==> src/sv/i2cmra_pkg.sv <==
// Shared types and constants for the I2C master register access unit.
// No dependencies; imported by i2cmra_seq, i2c_master_register_access_unit and the testbench.
package i2cmra_pkg;

  // Sequencer stages, one-hot
  typedef enum logic [8:0] {
    ST_IDLE    = 9'b000000001,
    ST_START   = 9'b000000010,
    ST_DEV_W   = 9'b000000100,
    ST_REG     = 9'b000001000,
    ST_DATA    = 9'b000010000,
    ST_RESTART = 9'b000100000,
    ST_DEV_R   = 9'b001000000,
    ST_RECV    = 9'b010000000,
    ST_STOP    = 9'b100000000
  } stage_t;

  // Request action codes
  localparam logic [1:0] ACT_TICK  = 2'd0;
  localparam logic [1:0] ACT_WRITE = 2'd1;
  localparam logic [1:0] ACT_READ  = 2'd2;

  // Bits in a byte, as a bit counter value
  localparam logic [3:0] BYTE_BITS = 4'd8;
  // Top bit of a byte (the 0x80 position), sent first
  localparam int unsigned MSB_POS = 7;
  // Read/write flag appended to the slave address
  localparam logic RW_WRITE = 1'b0;
  localparam logic RW_READ  = 1'b1;
  // Reset value of the slave address register
  localparam logic [6:0] DEV_ADDR_RESET = 7'd104;

  typedef struct packed {
    logic [1:0] action;
    logic [7:0] reg_address;
    logic [7:0] write_byte;
    logic [7:0] read_count;
    logic       sda_sample;
  } in_item_t;

  typedef struct packed {
    logic       scl_level;
    logic       sda_level;
    logic       busy_res;
    logic       byte_valid;
    logic [7:0] read_byte;
    logic       last_byte;
    logic       nack_seen;
  } out_item_t;

endpackage

==> src/sv/i2c_master_register_access_unit.sv <==
// Top level of the I2C master register access unit: request and result registers.
// Depends on i2cmra_pkg and i2cmra_seq.
//
//  channel | direction | handshake              | payload
//  --------+-----------+------------------------+------------------------
//  in_     | input     | in_valid / in_stall    | in_item (in_item_t)
//  out_    | output    | out_valid / out_stall  | out_item (out_item_t)
//  cfg_    | input     | cfg_valid / cfg_ready  | cfg_data (slave address)
//
// Each request is one bus tick; one request per clock is sustained while
// out_stall is low, passing the request register, then the result register.
// The sequencer state steps once per request as it moves into the result register.
// rst_n is synchronous: empties both registers, sets the slave address to 104.
// in_stall rises only while the request register is full and the result
// register is held by out_stall. cfg_ready is always high.
module i2c_master_register_access_unit import i2cmra_pkg::*; (
  input  logic       clk,
  input  logic       rst_n,
  input  logic       in_valid,
  output logic       in_stall,
  input  in_item_t   in_item,
  output logic       out_valid,
  input  logic       out_stall,
  output out_item_t  out_item,
  input  logic       cfg_valid,
  output logic       cfg_ready,
  input  logic [6:0] cfg_data
);

  logic       in_vld_r;
  in_item_t   in_data_r;
  logic       out_vld_r;
  out_item_t  out_data_r;
  logic [6:0] dev_addr_r;
  logic       adv;
  logic       in_take;
  out_item_t  step_res;

  // Move a request on when the result register is free or draining
  assign adv      = in_vld_r && (!out_vld_r || !out_stall);
  assign in_stall = in_vld_r && !adv;
  assign in_take  = in_valid && !in_stall;
  assign cfg_ready = 1'b1;
  assign out_valid = out_vld_r;
  assign out_item  = out_data_r;

  i2cmra_seq u_seq (
    .clk      (clk),
    .rst_n    (rst_n),
    .step_en  (adv),
    .item     (in_data_r),
    .dev_addr (dev_addr_r),
    .res      (step_res)
  );

  // Hold the slave address
  always_ff @(posedge clk) begin
    if (!rst_n) begin
      dev_addr_r <= DEV_ADDR_RESET;
    end else if (cfg_valid && cfg_ready) begin
      dev_addr_r <= cfg_data;
    end
  end

  // Request register
  always_ff @(posedge clk) begin
    if (!rst_n) begin
      in_vld_r <= 1'b0;
    end else if (in_take) begin
      in_vld_r <= 1'b1;
    end else if (adv) begin
      in_vld_r <= 1'b0;
    end
  end

  always_ff @(posedge clk) begin
    if (in_take) begin
      in_data_r <= in_item;
    end
  end

  // Result register
  always_ff @(posedge clk) begin
    if (!rst_n) begin
      out_vld_r <= 1'b0;
    end else if (adv) begin
      out_vld_r <= 1'b1;
    end else if (!out_stall) begin
      out_vld_r <= 1'b0;
    end
  end

  always_ff @(posedge clk) begin
    if (adv) begin
      out_data_r <= step_res;
    end
  end

  // Input is held back only with a full pipe and a stalled result
  a_stall_cause: assert property (@(posedge clk) disable iff (!rst_n)
    in_stall |-> (in_vld_r && out_vld_r && out_stall))
    else $error("input stalled without a blocked result");

  // A processed request always lands in the result register
  a_adv_lands: assert property (@(posedge clk) disable iff (!rst_n)
    adv |=> out_vld_r)
    else $error("processed request lost");

  // Received bytes and NACK flags appear only on busy SCL-high ticks
  a_flag_tick: assert property (@(posedge clk) disable iff (!rst_n)
    (out_vld_r && (out_data_r.byte_valid || out_data_r.nack_seen))
      |-> (out_data_r.busy_res && out_data_r.scl_level))
    else $error("flag on a wrong tick");

endmodule

==> src/sv/i2cmra_seq.sv <==
// Bus sequencer: transaction state and one-tick step logic for the I2C master.
// Depends on i2cmra_pkg for stage codes, action codes and item types.
module i2cmra_seq import i2cmra_pkg::*; (
  input  logic       clk,
  input  logic       rst_n,
  input  logic       step_en,
  input  in_item_t   item,
  input  logic [6:0] dev_addr,
  output out_item_t  res
);

  stage_t     stage_r, stage_nxt, cur_stage;
  logic [3:0] bit_r, bit_nxt, cur_bit;
  logic       phase_r, phase_nxt, cur_phase;
  logic [7:0] shift_r, shift_nxt;
  logic [7:0] left_r, left_nxt;
  logic [7:0] reg_addr_r, reg_addr_nxt;
  logic [7:0] wr_byte_r, wr_byte_nxt;
  logic       is_read_r, is_read_nxt;
  logic [7:0] shift_in;

  // Work out one bus tick
  always_comb begin
    stage_nxt    = stage_r;
    bit_nxt      = bit_r;
    phase_nxt    = phase_r;
    shift_nxt    = shift_r;
    left_nxt     = left_r;
    reg_addr_nxt = reg_addr_r;
    wr_byte_nxt  = wr_byte_r;
    is_read_nxt  = is_read_r;
    res            = '0;
    res.scl_level  = 1'b1;
    res.sda_level  = 1'b1;
    res.busy_res   = 1'b1;
    shift_in       = {shift_r[6:0], item.sda_sample};

    cur_stage = stage_r;
    cur_bit   = bit_r;
    cur_phase = phase_r;

    // Take a command only when idle; it becomes the first start tick
    if (stage_r == ST_IDLE && (item.action == ACT_WRITE || item.action == ACT_READ)) begin
      reg_addr_nxt = item.reg_address;
      wr_byte_nxt  = item.write_byte;
      left_nxt     = (item.read_count == 8'd0) ? 8'd1 : item.read_count;
      is_read_nxt  = (item.action == ACT_READ);
      cur_stage    = ST_START;
      cur_bit      = 4'd0;
      cur_phase    = 1'b0;
    end

    stage_nxt = cur_stage;
    bit_nxt   = cur_bit;
    phase_nxt = cur_phase;

    unique case (cur_stage)
      ST_START: begin
        if (!cur_phase) begin
          phase_nxt = 1'b1;
        end else begin
          res.sda_level = 1'b0;
          stage_nxt = ST_DEV_W;
          shift_nxt = {dev_addr, RW_WRITE};
          bit_nxt   = 4'd0;
          phase_nxt = 1'b0;
        end
      end
      ST_DEV_W, ST_REG, ST_DATA, ST_DEV_R: begin
        if (cur_bit < BYTE_BITS) begin
          // Send a data bit, MSB first
          res.sda_level = shift_r[MSB_POS];
          if (!cur_phase) begin
            res.scl_level = 1'b0;
            phase_nxt = 1'b1;
          end else begin
            shift_nxt = {shift_r[6:0], 1'b0};
            bit_nxt   = cur_bit + 4'd1;
            phase_nxt = 1'b0;
          end
        end else if (!cur_phase) begin
          res.scl_level = 1'b0;
          phase_nxt = 1'b1;
        end else begin
          // Slave ACK slot: flag a NACK and carry on
          res.nack_seen = item.sda_sample;
          bit_nxt   = 4'd0;
          phase_nxt = 1'b0;
          if (cur_stage == ST_DEV_W) begin
            stage_nxt = ST_REG;
            shift_nxt = reg_addr_r;
          end else if (cur_stage == ST_REG) begin
            stage_nxt = is_read_r ? ST_RESTART : ST_DATA;
            shift_nxt = wr_byte_r;
          end else if (cur_stage == ST_DATA) begin
            stage_nxt = ST_STOP;
            shift_nxt = 8'd0;
          end else begin
            stage_nxt = ST_RECV;
            shift_nxt = 8'd0;
          end
        end
      end
      ST_RESTART: begin
        if (cur_bit == 4'd0) begin
          res.scl_level = 1'b0;
          bit_nxt = 4'd1;
        end else if (cur_bit == 4'd1) begin
          bit_nxt = 4'd2;
        end else begin
          res.sda_level = 1'b0;
          stage_nxt = ST_DEV_R;
          shift_nxt = {dev_addr, RW_READ};
          bit_nxt   = 4'd0;
          phase_nxt = 1'b0;
        end
      end
      ST_RECV: begin
        if (cur_bit < BYTE_BITS) begin
          if (!cur_phase) begin
            res.scl_level = 1'b0;
            phase_nxt = 1'b1;
          end else begin
            // Sample the slave on SCL high
            shift_nxt = shift_in;
            bit_nxt   = cur_bit + 4'd1;
            phase_nxt = 1'b0;
            if (cur_bit == BYTE_BITS - 4'd1) begin
              res.byte_valid = 1'b1;
              res.read_byte  = shift_in;
              res.last_byte  = (left_r <= 8'd1);
            end
          end
        end else begin
          // Master ACK, or NACK on the final byte
          res.sda_level = (left_r <= 8'd1);
          if (!cur_phase) begin
            res.scl_level = 1'b0;
            phase_nxt = 1'b1;
          end else begin
            shift_nxt = 8'd0;
            bit_nxt   = 4'd0;
            phase_nxt = 1'b0;
            if (left_r <= 8'd1) begin
              left_nxt  = 8'd0;
              stage_nxt = ST_STOP;
            end else begin
              left_nxt  = left_r - 8'd1;
              stage_nxt = ST_RECV;
            end
          end
        end
      end
      ST_STOP: begin
        res.sda_level = 1'b0;
        if (cur_bit == 4'd0) begin
          res.scl_level = 1'b0;
          bit_nxt = 4'd1;
        end else begin
          stage_nxt = ST_IDLE;
          bit_nxt   = 4'd0;
          phase_nxt = 1'b0;
        end
      end
      default: begin
        stage_nxt    = ST_IDLE;
        bit_nxt      = 4'd0;
        phase_nxt    = 1'b0;
        res.busy_res = 1'b0;
      end
    endcase
  end

  // Advance the state on each processed request
  always_ff @(posedge clk) begin
    if (!rst_n) begin
      stage_r    <= ST_IDLE;
      bit_r      <= 4'd0;
      phase_r    <= 1'b0;
      shift_r    <= 8'd0;
      left_r     <= 8'd0;
      reg_addr_r <= 8'd0;
      wr_byte_r  <= 8'd0;
      is_read_r  <= 1'b0;
    end else if (step_en) begin
      stage_r    <= stage_nxt;
      bit_r      <= bit_nxt;
      phase_r    <= phase_nxt;
      shift_r    <= shift_nxt;
      left_r     <= left_nxt;
      reg_addr_r <= reg_addr_nxt;
      wr_byte_r  <= wr_byte_nxt;
      is_read_r  <= is_read_nxt;
    end
  end

  // Bit counter never runs past a full byte
  a_bit_range: assert property (@(posedge clk) disable iff (!rst_n)
    bit_r <= BYTE_BITS)
    else $error("bit counter out of range");

  // A burst read always has a byte to go while receiving
  a_recv_left: assert property (@(posedge clk) disable iff (!rst_n)
    (stage_r == ST_RECV) |-> (left_r != 8'd0))
    else $error("receiving with no bytes left");

  // Idle holds the counters cleared
  a_idle_clear: assert property (@(posedge clk) disable iff (!rst_n)
    (stage_r == ST_IDLE) |-> (bit_r == 4'd0 && !phase_r))
    else $error("idle with live counters");

endmodule

==> config.mk <==
export PLATFORM = sky130hd
export DESIGN_NAME = i2c_master_register_access_unit
export DESIGN_NICKNAME = d
export VERILOG_FILES = /design/src/sv/i2cmra_pkg.sv /design/src/sv/i2c_master_register_access_unit.sv /design/src/sv/i2cmra_seq.sv
export SDC_FILE = /design/constraint.sdc
export NUM_CORES = 1
export LEC_CHECK = 0
export BUFFER_PORTS_ARGS = -buffer_cell sky130_fd_sc_hd__buf_4
export CAP_MARGIN = 25
export CORE_ASPECT_RATIO = 0.8
export CORE_MARGIN = 5
export CORE_UTILIZATION = 33
export CTS_CLUSTER_SIZE = 24
export DETAILED_ROUTE_END_ITERATION = 8
export HOLD_SLACK_MARGIN = 0.1
export PLACE_DENSITY = 0.47
export SLEW_MARGIN = 20
export SYNTH_ARGS = -nofsm -noshare
export SYNTH_HDL_FRONTEND = slang
export SYNTH_HIERARCHICAL = 1
export SYNTH_SLANG_ARGS = --single-unit
==> constraint.sdc <==
create_clock -name clk -period 8.6 [get_ports clk]
set_input_delay 0.86 -clock clk [delete_from_list [all_inputs] [get_ports clk]]
set_output_delay 0.86 -clock clk [all_outputs]
set_load 0.03 [all_outputs]
==> results of run 1 <==
## cell families (layout without fill, tap and decap cells)
family          Yosys count  after routing  share of synthesized area
flops                    97             97                      0.509
mux                      10             10                     0.0219
fa+ha+maj                 7              7                     0.0189
other cells               1              1                   0.000811
compound gates          134            134                      0.206
buf+inv                  40             83                     0.0422
simple gates            180            180                      0.195
xor+xnor                  3              3                    0.00568
## per-layer routing
layer,track usage,vias to the layer above,wire [um]
met2,0.186,139,4510
met1,0.212,1668,5720
met3,0.0458,12,865
met4,0.0399,0,132
li1,-,1802,-
met5,0,-,0
## worst paths after layout
path | endpoint | slack, ns | cells after the start
min reg2reg | u_seq/wr_byte_r[1]$_SDFFE_PN0P_ | 0.47 | 2
max | u_seq/shift_r[4]$_SDFFE_PN0P_ | 4.91 | 8
max reg2reg | u_seq/shift_r[4]$_SDFFE_PN0P_ | 4.91 | 8
min | u_seq/wr_byte_r[1]$_SDFFE_PN0P_ | 0.47 | 2
## worst max-delay path, delay by kind of cell, from the launching register on
family                     cells  cell delay, ns
AOI/OAI and AO/OA              4            1.22
adders and majority gates      1            0.24
and+or+nand+nor                3            1.72
DFF                            1            0.40
## flip-flops by register name (all words and copies together) (netlist names)
name	flops
out_valid	1
in_vld_r	1
in_data_r	27
dev_addr_r	7
u_seq/is_read_r	1
u_seq/bit_r	4
u_seq/stage_r	9
u_seq/shift_r	8
u_seq/phase_r	1
u_seq/left_r	8
out_item	14
u_seq/wr_byte_r	8
u_seq/reg_addr_r	8
## cell usage after synthesis, types with 2 or more instances
library cell	number	area [um^2]
sky130_fd_sc_hd__dfxtp_1	56	1120
sky130_fd_sc_hd__o21ai_1	2	10.0
sky130_fd_sc_hd__a211oi_1	9	67.6
sky130_fd_sc_hd__o31ai_1	11	82.6
sky130_fd_sc_hd__and2_1	12	75.1
sky130_fd_sc_hd__or3_1	4	25.0
sky130_fd_sc_hd__nor4_1	4	25.0
sky130_fd_sc_hd__xnor2_1	2	17.5
sky130_fd_sc_hd__o21ai_0	23	115
sky130_fd_sc_hd__nor3_1	13	65.1
sky130_fd_sc_hd__or3b_2	3	26.3
sky130_fd_sc_hd__o311ai_0	4	35.0
sky130_fd_sc_hd__o211a_1	2	20.0
sky130_fd_sc_hd__a22oi_1	8	60.1
sky130_fd_sc_hd__and3_1	2	12.5
sky130_fd_sc_hd__and4_1	2	17.5
sky130_fd_sc_hd__nand2b_1	3	18.8
sky130_fd_sc_hd__clkbuf_1	17	63.8
sky130_fd_sc_hd__a22o_1	4	35.0
sky130_fd_sc_hd__a21oi_1	15	75.1
sky130_fd_sc_hd__edfxtp_1	41	1230
sky130_fd_sc_hd__o221ai_1	2	17.5
sky130_fd_sc_hd__a21boi_0	27	203
sky130_fd_sc_hd__o21a_1	3	22.5
sky130_fd_sc_hd__o211ai_1	10	75.1
sky130_fd_sc_hd__buf_6	4	45.0
sky130_fd_sc_hd__a31oi_1	3	18.8
sky130_fd_sc_hd__buf_2	9	45.0
sky130_fd_sc_hd__nor2_1	23	86.3
sky130_fd_sc_hd__nand2_1	69	259
sky130_fd_sc_hd__a211o_1	2	17.5
sky130_fd_sc_hd__nand4_1	3	18.8
sky130_fd_sc_hd__nand3_1	14	70.1
sky130_fd_sc_hd__nor2b_1	16	100
sky130_fd_sc_hd__nor3b_1	2	15.0
sky130_fd_sc_hd__or4_1	3	22.5
sky130_fd_sc_hd__mux2i_1	9	90.1
sky130_fd_sc_hd__ha_1	7	87.6
sky130_fd_sc_hd__inv_1	8	30.0
sky130_fd_sc_hd__o22ai_1	2	12.5
## metrics by stage
stage	util	std cells	setup slack, ns	area [um^2]
global placement	0.376	678	5.10	5120
floorplan	-	472	5.14	4620
CTS	0.397	695	4.95	5420
detailed placement	0.376	679	4.98	5130
global route	0.397	695	4.62	5420
finish	0.397	695	4.91	5420
## cell type report
| cell class | instances | area share |
|---|---|---|
| sequential | 97 | 0.434 |
| multi-input combinational | 335 | 0.384 |
| timing repair buffer | 59 | 0.0817 |
| clock buffer | 11 | 0.0455 |
| tap | 180 | 0.0415 |
| clock inverter | 5 | 0.00739 |
| inverter | 8 | 0.00554 |
## power by group
group / internal, W / switching [W]
registers: 0.000501 / 0.0000137
logic: 0.0000442 / 0.0000660
clock network: 0.000209 / 0.000181
total: 0.000755 / 0.000261
==> impl_metrics.prom, run 1 <==
# TYPE chip_impl_metric gauge
chip_impl_metric{name="multiInputGateArea",unit="mm^2"} 0.00208
chip_impl_metric{name="cellPowerDensity",unit="mW/mm^2"} 187
chip_impl_info{name="rsz0062_at_grt",value="false"} 1
chip_impl_info{name="dominantRegCellSynth",value="sky130_fd_sc_hd__dfxtp_1"} 1
chip_impl_metric{name="layout-drive-gt1-share",unit=""} 0.173
chip_impl_info{name="hold_path_startpoint",value="u_seq/wr_byte_r[1]$_SDFFE_PN0P_"} 1
chip_impl_metric{name="syn-num-nets",unit=""} 518
chip_impl_metric{name="clock_path_buffers",unit=""} 2
chip_impl_metric{name="maxSlewHeadroom",unit=""} 0.470
chip_impl_metric{name="via_count",unit=""} 3621
chip_impl_metric{name="grt_start_max_net_pins",unit=""} 58
chip_impl_metric{name="grt_overflow",unit=""} 0
chip_impl_metric{name="edff_count_synth",unit=""} 41
chip_impl_metric{name="die_x",unit="um"} 142
chip_impl_metric{name="crit_required",unit="ns"} 8.86
chip_impl_info{name="hp-class",value="reg2reg"} 1
chip_impl_metric{name="cap_viol_max_count",unit=""} 0
chip_impl_metric{name="cp_slowest_stage_delay",unit="ns"} 0.66
chip_impl_metric{name="syn_avg_cell_area",unit="um^2"} 9.79
chip_impl_info{name="tritoncts",value="yes"} 1
chip_impl_info{name="worst_setup_startpoint",value="u_seq/stage_r[4]$_SDFFE_PN0P_"} 1
chip_impl_metric{name="syn-cell-area",unit="mm^2"} 0.00462
chip_impl_metric{name="finalWorstPathRequiredPeriod",unit="ns"} 3.69
chip_impl_info{name="clock-root-buffer",value="sky130_fd_sc_hd__clkbuf_16"} 1
chip_impl_metric{name="max_slew.worst_pin.slew",unit="ns"} 0.791
chip_impl_metric{name="clock_skew",unit="ns"} 0.0140
chip_impl_metric{name="yosys_warnings",unit=""} 6
chip_impl_info{name="critical_path.cell_chain",value="nor4_1 -> nand3_1 -> and2_1 -> ha_1 -> o21a_1 -> a211oi_1 -> o221ai_4 -> o31ai_1"} 1
chip_impl_metric{name="fp.dieArea",unit="mm^2"} 0.0165
chip_impl_metric{name="power",unit="W"} 0.00102
chip_impl_metric{name="vdd_ir_drop_max",unit="V"} 0.0000984
chip_impl_metric{name="routed_wl",unit="um"} 11200
chip_impl_metric{name="setup-violations-final",unit=""} 0
chip_impl_metric{name="global_route.usage.total",unit=""} 0.140
chip_impl_metric{name="worst_skew_pair.late_latency",unit="ns"} 0.35
chip_impl_metric{name="floorplan.core_area",unit="mm^2"} 0.0136
chip_impl_metric{name="finalMaxSlewViolations",unit=""} 0
chip_impl_metric{name="worst_ep_arrival_time",unit="ns"} 3.95
chip_impl_info{name="worstSetupStartpointType",value="register"} 1
chip_impl_info{name="layout_common_cells",value="69 x sky130_fd_sc_hd__nand2_1, 59 x sky130_fd_sc_hd__buf_4, 56 x sky130_fd_sc_hd__dfxtp_1"} 1
chip_impl_metric{name="antenna_fix_cells",unit=""} 0
chip_impl_metric{name="synth.yosys.seq_area_share",unit=""} 0.509
chip_impl_info{name="worst_path_max_delay_cell",value="sky130_fd_sc_hd__nor4_1"} 1
chip_impl_metric{name="dpl.hpwl",unit="um"} 7780
chip_impl_metric{name="first_global_vias",unit=""} 3376
chip_impl_metric{name="cellLeakagePower",unit="nW"} 1.92
chip_impl_metric{name="cts_repair_resize_count",unit=""} 0
chip_impl_metric{name="grt_antenna_before_repair",unit=""} 0
chip_impl_metric{name="detailedRoute.firstPassIterationCount",unit=""} 5
chip_impl_metric{name="drt_drc_violations_left",unit=""} 0
chip_impl_metric{name="cts_setup_buffers",unit=""} 0
chip_impl_metric{name="yosys_register_bits",unit=""} 97
chip_impl_metric{name="worst_hold_slack",unit="ns"} 0.466
chip_impl_metric{name="htreeDepth",unit=""} 3
chip_impl_info{name="outcome",value="complete, no violations"} 1
chip_impl_metric{name="sequential_cell_area",unit="mm^2"} 0.00235
chip_impl_metric{name="initial_core_util",unit=""} 0.339
chip_impl_metric{name="totalNegativeSetupSlack",unit="ns"} 0
chip_impl_metric{name="cts_hold_repair.buffers",unit=""} 0
chip_impl_metric{name="synthCells",unit=""} 472
chip_impl_metric{name="row_count",unit=""} 38
chip_impl_info{name="timing.critical_path.to_type",value="register"} 1
chip_impl_metric{name="place.port_buffers",unit=""} 54
chip_impl_metric{name="clock_sink_count",unit=""} 97
chip_impl_metric{name="post_layout_nets",unit=""} 556
chip_impl_metric{name="gp_congestion",unit=""} 0.830
chip_impl_metric{name="final-hold-violation-count",unit=""} 0
chip_impl_metric{name="via_per_inst",unit=""} 5.21
chip_impl_info{name="final_common_cell",value="sky130_fd_sc_hd__nand2_1"} 1
chip_impl_metric{name="async_reset_ff_frac",unit=""} 0
chip_impl_metric{name="fin_crit_sh",unit=""} 0.429
chip_impl_metric{name="maxClockFrequency",unit="MHz"} 271
chip_impl_info{name="critical_path_class",value="reg2reg"} 1
chip_impl_metric{name="drtAntennaViolNets",unit=""} 0
chip_impl_metric{name="synth.lib_cells_used.distinct",unit=""} 59
chip_impl_metric{name="wl_cell",unit="um"} 16.2
chip_impl_metric{name="fill_cells",unit=""} 1346
chip_impl_info{name="worst_r2r_src",value="u_seq/stage_r[4]$_SDFFE_PN0P_"} 1
chip_impl_metric{name="critical_path_peak_fanout",unit=""} 15
chip_impl_metric{name="grt_pass1_wl",unit="um"} 18200
chip_impl_metric{name="cts_buffers",unit=""} 9
chip_impl_metric{name="clkSlewWorstSetupHoldPaths",unit="ns"} 0.07
chip_impl_metric{name="io_pins",unit=""} 56
chip_impl_metric{name="syn2layout_area_growth",unit="%"} 17.3
chip_impl_metric{name="drt-initial-drc-count",unit=""} 301
chip_impl_metric{name="dieHeight",unit="um"} 116
Power figures use the tool's default switching activity.
==> run 2: changes to the inputs <==
PLACE_DENSITY = 0.49   (was 0.47)
clock period = 3 ns   (was 8.6 ns; I/O delays follow)
==> impl_metrics.prom, run 2 (synthesis results as in run 1) <==
# TYPE chip_impl_metric gauge
chip_impl_metric{name="grt_antenna_before_repair",unit=""} 0
chip_impl_metric{name="grt_pass1_wl",unit="um"} 18300
chip_impl_metric{name="finalWorstPathRequiredPeriod",unit="ns"} 2.75
chip_impl_info{name="outcome",value="complete, no violations"} 1
chip_impl_info{name="registers.top_by_ff_count",value="in_data_r"} 1
chip_impl_metric{name="row_count",unit=""} 38
chip_impl_metric{name="finalMaxSlewViolations",unit=""} 0
chip_impl_metric{name="clock_sink_count",unit=""} 97
chip_impl_metric{name="via_per_inst",unit=""} 5.22
chip_impl_metric{name="largest_reg_flops",unit=""} 27
chip_impl_info{name="tritoncts",value="yes"} 1
chip_impl_metric{name="setup-violations-final",unit=""} 0
chip_impl_metric{name="via_count",unit=""} 3677
chip_impl_info{name="worst_path_max_delay_cell",value="sky130_fd_sc_hd__edfxtp_1"} 1
chip_impl_metric{name="htreeDepth",unit=""} 3
chip_impl_metric{name="final_cells",unit=""} 704
chip_impl_metric{name="die_x",unit="um"} 142
chip_impl_metric{name="final-hold-violation-count",unit=""} 0
chip_impl_metric{name="maxClockFrequency",unit="MHz"} 364
chip_impl_info{name="worstSetupStartpointType",value="register"} 1
chip_impl_metric{name="cap_viol_max_count",unit=""} 0
chip_impl_metric{name="syn2layout_area_growth",unit="%"} 18.9
chip_impl_metric{name="fill_cells",unit=""} 1361
chip_impl_info{name="critical_path.cell_chain",value="inv_1 -> ha_1 -> nor3b_1 -> nand3_1 -> and2_1 -> ha_1 -> o21a_1 -> a211oi_2 -> o221ai_4 -> nand3_1 -> o31ai_1"} 1
chip_impl_metric{name="clock_path_buffers",unit=""} 2
chip_impl_metric{name="grt_overflow",unit=""} 0
chip_impl_metric{name="io_pins",unit=""} 56
chip_impl_info{name="top_usage_layer",value="met1"} 1
chip_impl_metric{name="grt_util_met3",unit=""} 0.0384
chip_impl_metric{name="worst_skew_pair.late_latency",unit="ns"} 0.35
chip_impl_metric{name="initial_core_util",unit=""} 0.339
chip_impl_metric{name="drt_drc_violations_left",unit=""} 0
chip_impl_metric{name="global_route.usage.total",unit=""} 0.142
chip_impl_metric{name="cp_slowest_stage_delay",unit="ns"} 0.32
chip_impl_info{name="rsz0062_at_grt",value="false"} 1
chip_impl_metric{name="cellPowerDensity",unit="mW/mm^2"} 535
chip_impl_metric{name="fp.dieArea",unit="mm^2"} 0.0165
chip_impl_metric{name="placed_cell_areas",unit="mm^2"} 0.00521
chip_impl_metric{name="grt_use_met2",unit=""} 0.199
chip_impl_metric{name="crit_required",unit="ns"} 3.22
chip_impl_metric{name="worst_hold_slack",unit="ns"} 0.131
chip_impl_info{name="timing.critical_path.to_type",value="register"} 1
chip_impl_metric{name="grt_start_max_net_pins",unit=""} 43
chip_impl_metric{name="cts_buffers",unit=""} 9
chip_impl_metric{name="place.port_buffers",unit=""} 54
chip_impl_metric{name="critical_path_peak_fanout",unit=""} 15
chip_impl_metric{name="drt-initial-drc-count",unit=""} 380
chip_impl_metric{name="cellLeakagePower",unit="nW"} 1.97
chip_impl_metric{name="routed_wl",unit="um"} 11500
chip_impl_metric{name="vdd_ir_drop_max",unit="V"} 0.000378
chip_impl_info{name="hp-class",value="in2reg"} 1
chip_impl_metric{name="multiInputGateArea",unit="mm^2"} 0.00209
chip_impl_metric{name="worst_ep_arrival_time",unit="ns"} 2.96
chip_impl_metric{name="cts_setup_buffers",unit=""} 0
chip_impl_metric{name="detailedRoute.firstPassIterationCount",unit=""} 5
chip_impl_metric{name="maxSlewHeadroom",unit=""} 0.535
chip_impl_metric{name="max_slew.worst_pin.slew",unit="ns"} 0.696
chip_impl_metric{name="totalNegativeSetupSlack",unit="ns"} 0
chip_impl_metric{name="grt_use_met1",unit=""} 0.213
chip_impl_metric{name="clock_skew",unit="ns"} 0.0123
chip_impl_metric{name="first_global_vias",unit=""} 3417
chip_impl_metric{name="clkSlewWorstSetupHoldPaths",unit="ns"} 0.07
chip_impl_metric{name="worstPathBufferInverterCount",unit=""} 1
chip_impl_metric{name="sequential_cell_area",unit="mm^2"} 0.00235
chip_impl_metric{name="dieHeight",unit="um"} 116
chip_impl_metric{name="postLayoutCoreUtil",unit=""} 0.403
chip_impl_metric{name="place_inst",unit=""} 688
chip_impl_metric{name="wl_cell",unit="um"} 16.3
chip_impl_info{name="critical-path-top-delay-family",value="simple AND/OR/NAND/NOR gates"} 1
chip_impl_metric{name="gp_congestion",unit=""} 0.835
chip_impl_metric{name="dpl.hpwl",unit="um"} 8200
chip_impl_info{name="layout_common_cells",value="69 x sky130_fd_sc_hd__nand2_1, 68 x sky130_fd_sc_hd__buf_4, 56 x sky130_fd_sc_hd__dfxtp_1"} 1
chip_impl_metric{name="floorplan.core_area",unit="mm^2"} 0.0136
chip_impl_metric{name="antenna_fix_cells",unit=""} 0
chip_impl_metric{name="layout-drive-gt1-share",unit=""} 0.183
chip_impl_metric{name="stdcell_area",unit="mm^2"} 0.00550
chip_impl_metric{name="post_layout_nets",unit=""} 565
chip_impl_info{name="critical_path_class",value="reg2reg"} 1
chip_impl_info{name="final_common_cell",value="sky130_fd_sc_hd__nand2_1"} 1
chip_impl_info{name="clock-root-buffer",value="sky130_fd_sc_hd__clkbuf_16"} 1
chip_impl_metric{name="fin_crit_sh",unit=""} 0.916
chip_impl_metric{name="drtAntennaViolNets",unit=""} 0
==> run 2: changes by cell type in the layout (fill, tap and decap cells not counted), sizes merged <==
cell,delta
clkinvlp,-1
buf,+9
bufinv,+1
==> run 2: through the flow <==
stage	setup WS, ns	power, W
3_3_place_gp	0.241	0.00183
2_1_floorplan	0.0799	0.00170
4_1_cts	0.115	0.00299
6_report	0.254	0.00294
3_5_place_dp	0.163	0.00184
5_1_grt	0.0804	0.00307
==> run 2: path summary, 6_finish.rpt <==
path,from,to,slack [ns],cells after the start
max,in_data_r[25]$_DFFE_PP_,u_seq/shift_r[7]$_SDFFE_PN0P_,0.25,11
min,in_item[24],in_data_r[24]$_DFFE_PP_,0.13,1
max reg2reg,in_data_r[25]$_DFFE_PP_,u_seq/shift_r[7]$_SDFFE_PN0P_,0.25,11
min reg2reg,u_seq/reg_addr_r[5]$_SDFFE_PN0P_,u_seq/reg_addr_r[5]$_SDFFE_PN0P_,0.47,2
==> run 2: power by group <==
group / total (W) / switching [W] / internal, W
clock network: 0.00113 / 0.000488 / 0.000646
registers: 0.00147 / 0.0000369 / 0.00144
logic: 0.000333 / 0.000195 / 0.000138
==> run 2: worst register-to-register path: stages, from the launching register on <==
cell                       delay, ns
sky130_fd_sc_hd__edfxtp_1       0.32
sky130_fd_sc_hd__inv_1          0.04
sky130_fd_sc_hd__ha_1           0.30
sky130_fd_sc_hd__nor3b_1        0.27
sky130_fd_sc_hd__nand3_1        0.17
sky130_fd_sc_hd__and2_1         0.25
sky130_fd_sc_hd__ha_1           0.25
sky130_fd_sc_hd__o21a_1         0.21
sky130_fd_sc_hd__a211oi_2       0.29
sky130_fd_sc_hd__o221ai_4       0.27
sky130_fd_sc_hd__nand3_1        0.18
sky130_fd_sc_hd__o31ai_1        0.08
==> run 2: what timing repair did <==
item,4_1_cts,5_1_grt
setup endpoints to repair,0,9
hold buffers,0,0
gates resized for setup,0,2
==> run 2: per-layer routing <==
layer,vias to the layer above,share of wire
met3,10,0.067
met1,1721,0.50
met4,0,0.0091
li1,1826,-
met5,-,0
met2,120,0.42
==> run 2: cell type report <==
class                   count  area share
clock inverters             5      0.0100
clock buffers              11      0.0423
inverters                   8     0.00546
flip-flops and latches     97       0.428
multi-input cells         335       0.381
repair buffers             68      0.0928
well taps                 180      0.0410
==> run 3: changes to the inputs <==
CORE_ASPECT_RATIO = default   (was 0.8)
==> impl_metrics.prom, run 3 (synthesis results as in run 1) <==
# TYPE chip_impl_metric gauge
chip_impl_metric{name="p_switching",unit="W"} 0.000755
chip_impl_metric{name="io_pins",unit=""} 56
chip_impl_metric{name="reg2regPathDepth",unit=""} 9
chip_impl_info{name="rr_endpoint",value="u_seq/shift_r[1]$_SDFFE_PN0P_"} 1
chip_impl_metric{name="via_count",unit=""} 3705
chip_impl_metric{name="reg2reg_setup_slack",unit="ns"} 0.32
chip_impl_metric{name="fill_cells",unit=""} 1344
chip_impl_metric{name="clock_skew",unit="ns"} 0.00960
chip_impl_metric{name="stdcell_area",unit="mm^2"} 0.00561
chip_impl_metric{name="largest_reg_flops",unit=""} 27
chip_impl_metric{name="htreeDepth",unit=""} 3
chip_impl_metric{name="clkSlewWorstSetupHoldPaths",unit="ns"} 0.07
chip_impl_metric{name="maxClockFrequency",unit="MHz"} 373
chip_impl_info{name="outcome",value="complete, no violations"} 1
chip_impl_metric{name="dieHeight",unit="um"} 128
chip_impl_metric{name="post-route-worst-setup-slack",unit="ns"} 0.322
chip_impl_metric{name="cts_buffers",unit=""} 9
chip_impl_metric{name="setup-violations-final",unit=""} 0
chip_impl_metric{name="place.port_buffers",unit=""} 54
chip_impl_metric{name="via_per_inst",unit=""} 5.21
chip_impl_metric{name="cap_viol_max_count",unit=""} 0
chip_impl_metric{name="cellLeakagePower",unit="nW"} 2.02
chip_impl_metric{name="sequential_cell_area",unit="mm^2"} 0.00235
chip_impl_metric{name="drtAntennaViolNets",unit=""} 0
chip_impl_metric{name="final_cells",unit=""} 711
chip_impl_metric{name="grt_overflow",unit=""} 0
chip_impl_metric{name="clockPowerShare",unit=""} 0.412
chip_impl_metric{name="critical_path_peak_fanout",unit=""} 15
chip_impl_metric{name="multiInputGateArea",unit="mm^2"} 0.00210
chip_impl_metric{name="worst_ep_arrival_time",unit="ns"} 2.94
chip_impl_metric{name="totalNegativeSetupSlack",unit="ns"} 0
chip_impl_metric{name="first_global_vias",unit=""} 3493
chip_impl_metric{name="power.internal",unit="W"} 0.00231
chip_impl_metric{name="drt-initial-drc-count",unit=""} 252
chip_impl_metric{name="crit_required",unit="ns"} 3.26
chip_impl_info{name="critical_path.cell_chain",value="ha_1 -> nor3b_2 -> nand3_1 -> and2_1 -> ha_1 -> o21a_1 -> a211oi_2 -> o221ai_4 -> o31ai_1"} 1
chip_impl_metric{name="grt_pass1_wl",unit="um"} 18200
chip_impl_metric{name="initial_core_util",unit=""} 0.334
chip_impl_info{name="layout_common_cells",value="70 x sky130_fd_sc_hd__buf_4, 69 x sky130_fd_sc_hd__nand2_1, 56 x sky130_fd_sc_hd__dfxtp_1"} 1
chip_impl_metric{name="swShare",unit=""} 0.246
chip_impl_info{name="clock-root-buffer",value="sky130_fd_sc_hd__clkbuf_16"} 1
chip_impl_metric{name="fp.dieArea",unit="mm^2"} 0.0165
chip_impl_metric{name="cellPowerDensity",unit="mW/mm^2"} 548
chip_impl_metric{name="finalMaxSlewViolations",unit=""} 0
chip_impl_metric{name="gp_congestion",unit=""} 0.838
chip_impl_metric{name="global_route.usage.total",unit=""} 0.140
chip_impl_info{name="final_common_cell",value="sky130_fd_sc_hd__buf_4"} 1
chip_impl_metric{name="dpl.hpwl",unit="um"} 7750
chip_impl_metric{name="comb_power_share",unit=""} 0.109
chip_impl_metric{name="max_slew.worst_pin.slew",unit="ns"} 0.747
chip_impl_metric{name="finalWorstPathRequiredPeriod",unit="ns"} 2.68
chip_impl_info{name="critical_path_destination",value="u_seq/shift_r[1]$_SDFFE_PN0P_"} 1
chip_impl_info{name="registers.top_by_ff_count",value="in_data_r"} 1
chip_impl_metric{name="routed_wl",unit="um"} 11000
chip_impl_info{name="rsz0062_at_grt",value="false"} 1
chip_impl_metric{name="floorplan.core_area",unit="mm^2"} 0.0138
chip_impl_info{name="worst_setup_startpoint",value="in_data_r[26]$_DFFE_PP_"} 1
chip_impl_metric{name="antenna_fix_cells",unit=""} 0
chip_impl_info{name="critical_path_class",value="reg2reg"} 1
chip_impl_metric{name="placed_cell_areas",unit="mm^2"} 0.00522
chip_impl_metric{name="vdd_ir_drop_max",unit="V"} 0.000419
chip_impl_metric{name="clock_path_buffers",unit=""} 2
chip_impl_info{name="worst_path_max_delay_cell",value="sky130_fd_sc_hd__edfxtp_1"} 1
chip_impl_metric{name="fin_crit_sh",unit=""} 0.893
chip_impl_info{name="tritoncts",value="yes"} 1
chip_impl_metric{name="die_x",unit="um"} 128
chip_impl_metric{name="layout-drive-gt1-share",unit=""} 0.192
chip_impl_metric{name="clock_sink_count",unit=""} 97
chip_impl_metric{name="drt_drc_violations_left",unit=""} 0
chip_impl_metric{name="worst_skew_pair.late_latency",unit="ns"} 0.35
chip_impl_metric{name="final-hold-violation-count",unit=""} 0
chip_impl_metric{name="syn2layout_area_growth",unit="%"} 21.3
chip_impl_metric{name="place_inst",unit=""} 690
chip_impl_metric{name="pre_cts_ws",unit="ns"} 0.0691
chip_impl_metric{name="cp_slowest_stage_delay",unit="ns"} 0.36
chip_impl_metric{name="grt_antenna_before_repair",unit=""} 0
chip_impl_metric{name="postLayoutCoreUtil",unit=""} 0.405
chip_impl_metric{name="maxSlewHeadroom",unit=""} 0.501
chip_impl_info{name="worstSetupStartpointType",value="register"} 1
chip_impl_info{name="hp-class",value="in2reg"} 1
chip_impl_metric{name="grt_start_max_net_pins",unit=""} 43
chip_impl_metric{name="wl_cell",unit="um"} 15.5
chip_impl_info{name="critical_path.most_common_cell",value="sky130_fd_sc_hd__ha_1"} 1
chip_impl_metric{name="detailedRoute.firstPassIterationCount",unit=""} 4
chip_impl_info{name="worst_r2r_src",value="in_data_r[26]$_DFFE_PP_"} 1
chip_impl_metric{name="row_count",unit=""} 43
chip_impl_metric{name="share_seq_of_total_power",unit=""} 0.479
chip_impl_metric{name="post_layout_nets",unit=""} 572
chip_impl_info{name="timing.critical_path.to_type",value="register"} 1
chip_impl_metric{name="cts_setup_buffers",unit=""} 0
run 3: changes by cell type in the layout (fill, tap and decap cells not counted), sizes merged:
cell	before	now
dlygate4sd3	0	5
buf	68	70
clkbuf	11	9
bufinv	1	2
clkinv	2	1
clkinvlp	1	2
inv	9	10
run 3: final cells by class:
| type | instances | area share |
|---|---|---|
| clock buffer | 9 | 0.0402 |
| clock inverter | 7 | 0.0179 |
| inverter | 8 | 0.00536 |
| multi-input combinational | 335 | 0.374 |
| sequential | 97 | 0.420 |
| tap | 180 | 0.0402 |
| timing repair buffer | 75 | 0.103 |
run 3: worst min-delay path by stage:
| stage | startpoint | endpoint | slack, ns | cells after the start |
|---|---|---|---|---|
| after detailed placement | u_seq/reg_addr_r[1]$_SDFFE_PN0P_ | u_seq/reg_addr_r[1]$_SDFFE_PN0P_ | 0.46 | 2 |
| final | in_item[24] | in_data_r[24]$_DFFE_PP_ | 0.12 | 1 |
| after global placement | u_seq/reg_addr_r[4]$_SDFFE_PN0P_ | u_seq/reg_addr_r[4]$_SDFFE_PN0P_ | 0.45 | 2 |
| after CTS | in_item[16] | in_data_r[16]$_DFFE_PP_ | 0.10 | 1 |
| after floorplan | rst_n | dev_addr_r[3]$_SDFFE_PN1P_ | 0.36 | 1 |
| after global routing | in_item[24] | in_data_r[24]$_DFFE_PP_ | 0.10 | 1 |
run 3: power by group through the flow:
stage / logic, W / registers, W / clock network [W]
6_report: 0.000334 / 0.00147 / 0.00126
5_1_grt: 0.000368 / 0.00148 / 0.00137
4_1_cts: 0.000329 / 0.00147 / 0.00130
3_5_place_dp: 0.000327 / 0.00150 / 0
3_3_place_gp: 0.000326 / 0.00150 / 0
2_1_floorplan: 0.000184 / 0.00151 / 0
run 3: critical path, delay by kind of cell (launching register included):
family / cells / cell delay (ns)
DFF: 1 / 0.36
adders and majority gates: 2 / 0.57
and+or+nand+nor: 3 / 0.57
AOI/OAI and AO/OA: 4 / 1.10
run 3: layer usage:
| layer | up-vias | share of wire | global-route usage |
|---|---|---|---|
| li1 | 1841 | - | - |
| met3 | 15 | 0.066 | 0.0374 |
| met4 | 0 | 0.014 | 0.0456 |
| met1 | 1730 | 0.49 | 0.203 |
| met2 | 119 | 0.43 | 0.202 |
| met5 | - | 0 | 0 |
run 3: repair_timing:
item | 4_1_cts | 5_1_grt
setup endpoints to repair | 0 | 8
hold endpoints to repair | 0 | 5
gates resized for setup | 0 | 2
hold buffers | 0 | 5
run 3: through the flow:
step | hold WS [ns] | power, W
4_1_cts | 0.105 | 0.00310
3_5_place_dp | 0.459 | 0.00183
5_1_grt | 0.101 | 0.00322
2_1_floorplan | 0.362 | 0.00170
3_3_place_gp | 0.451 | 0.00183
6_report | 0.121 | 0.00307
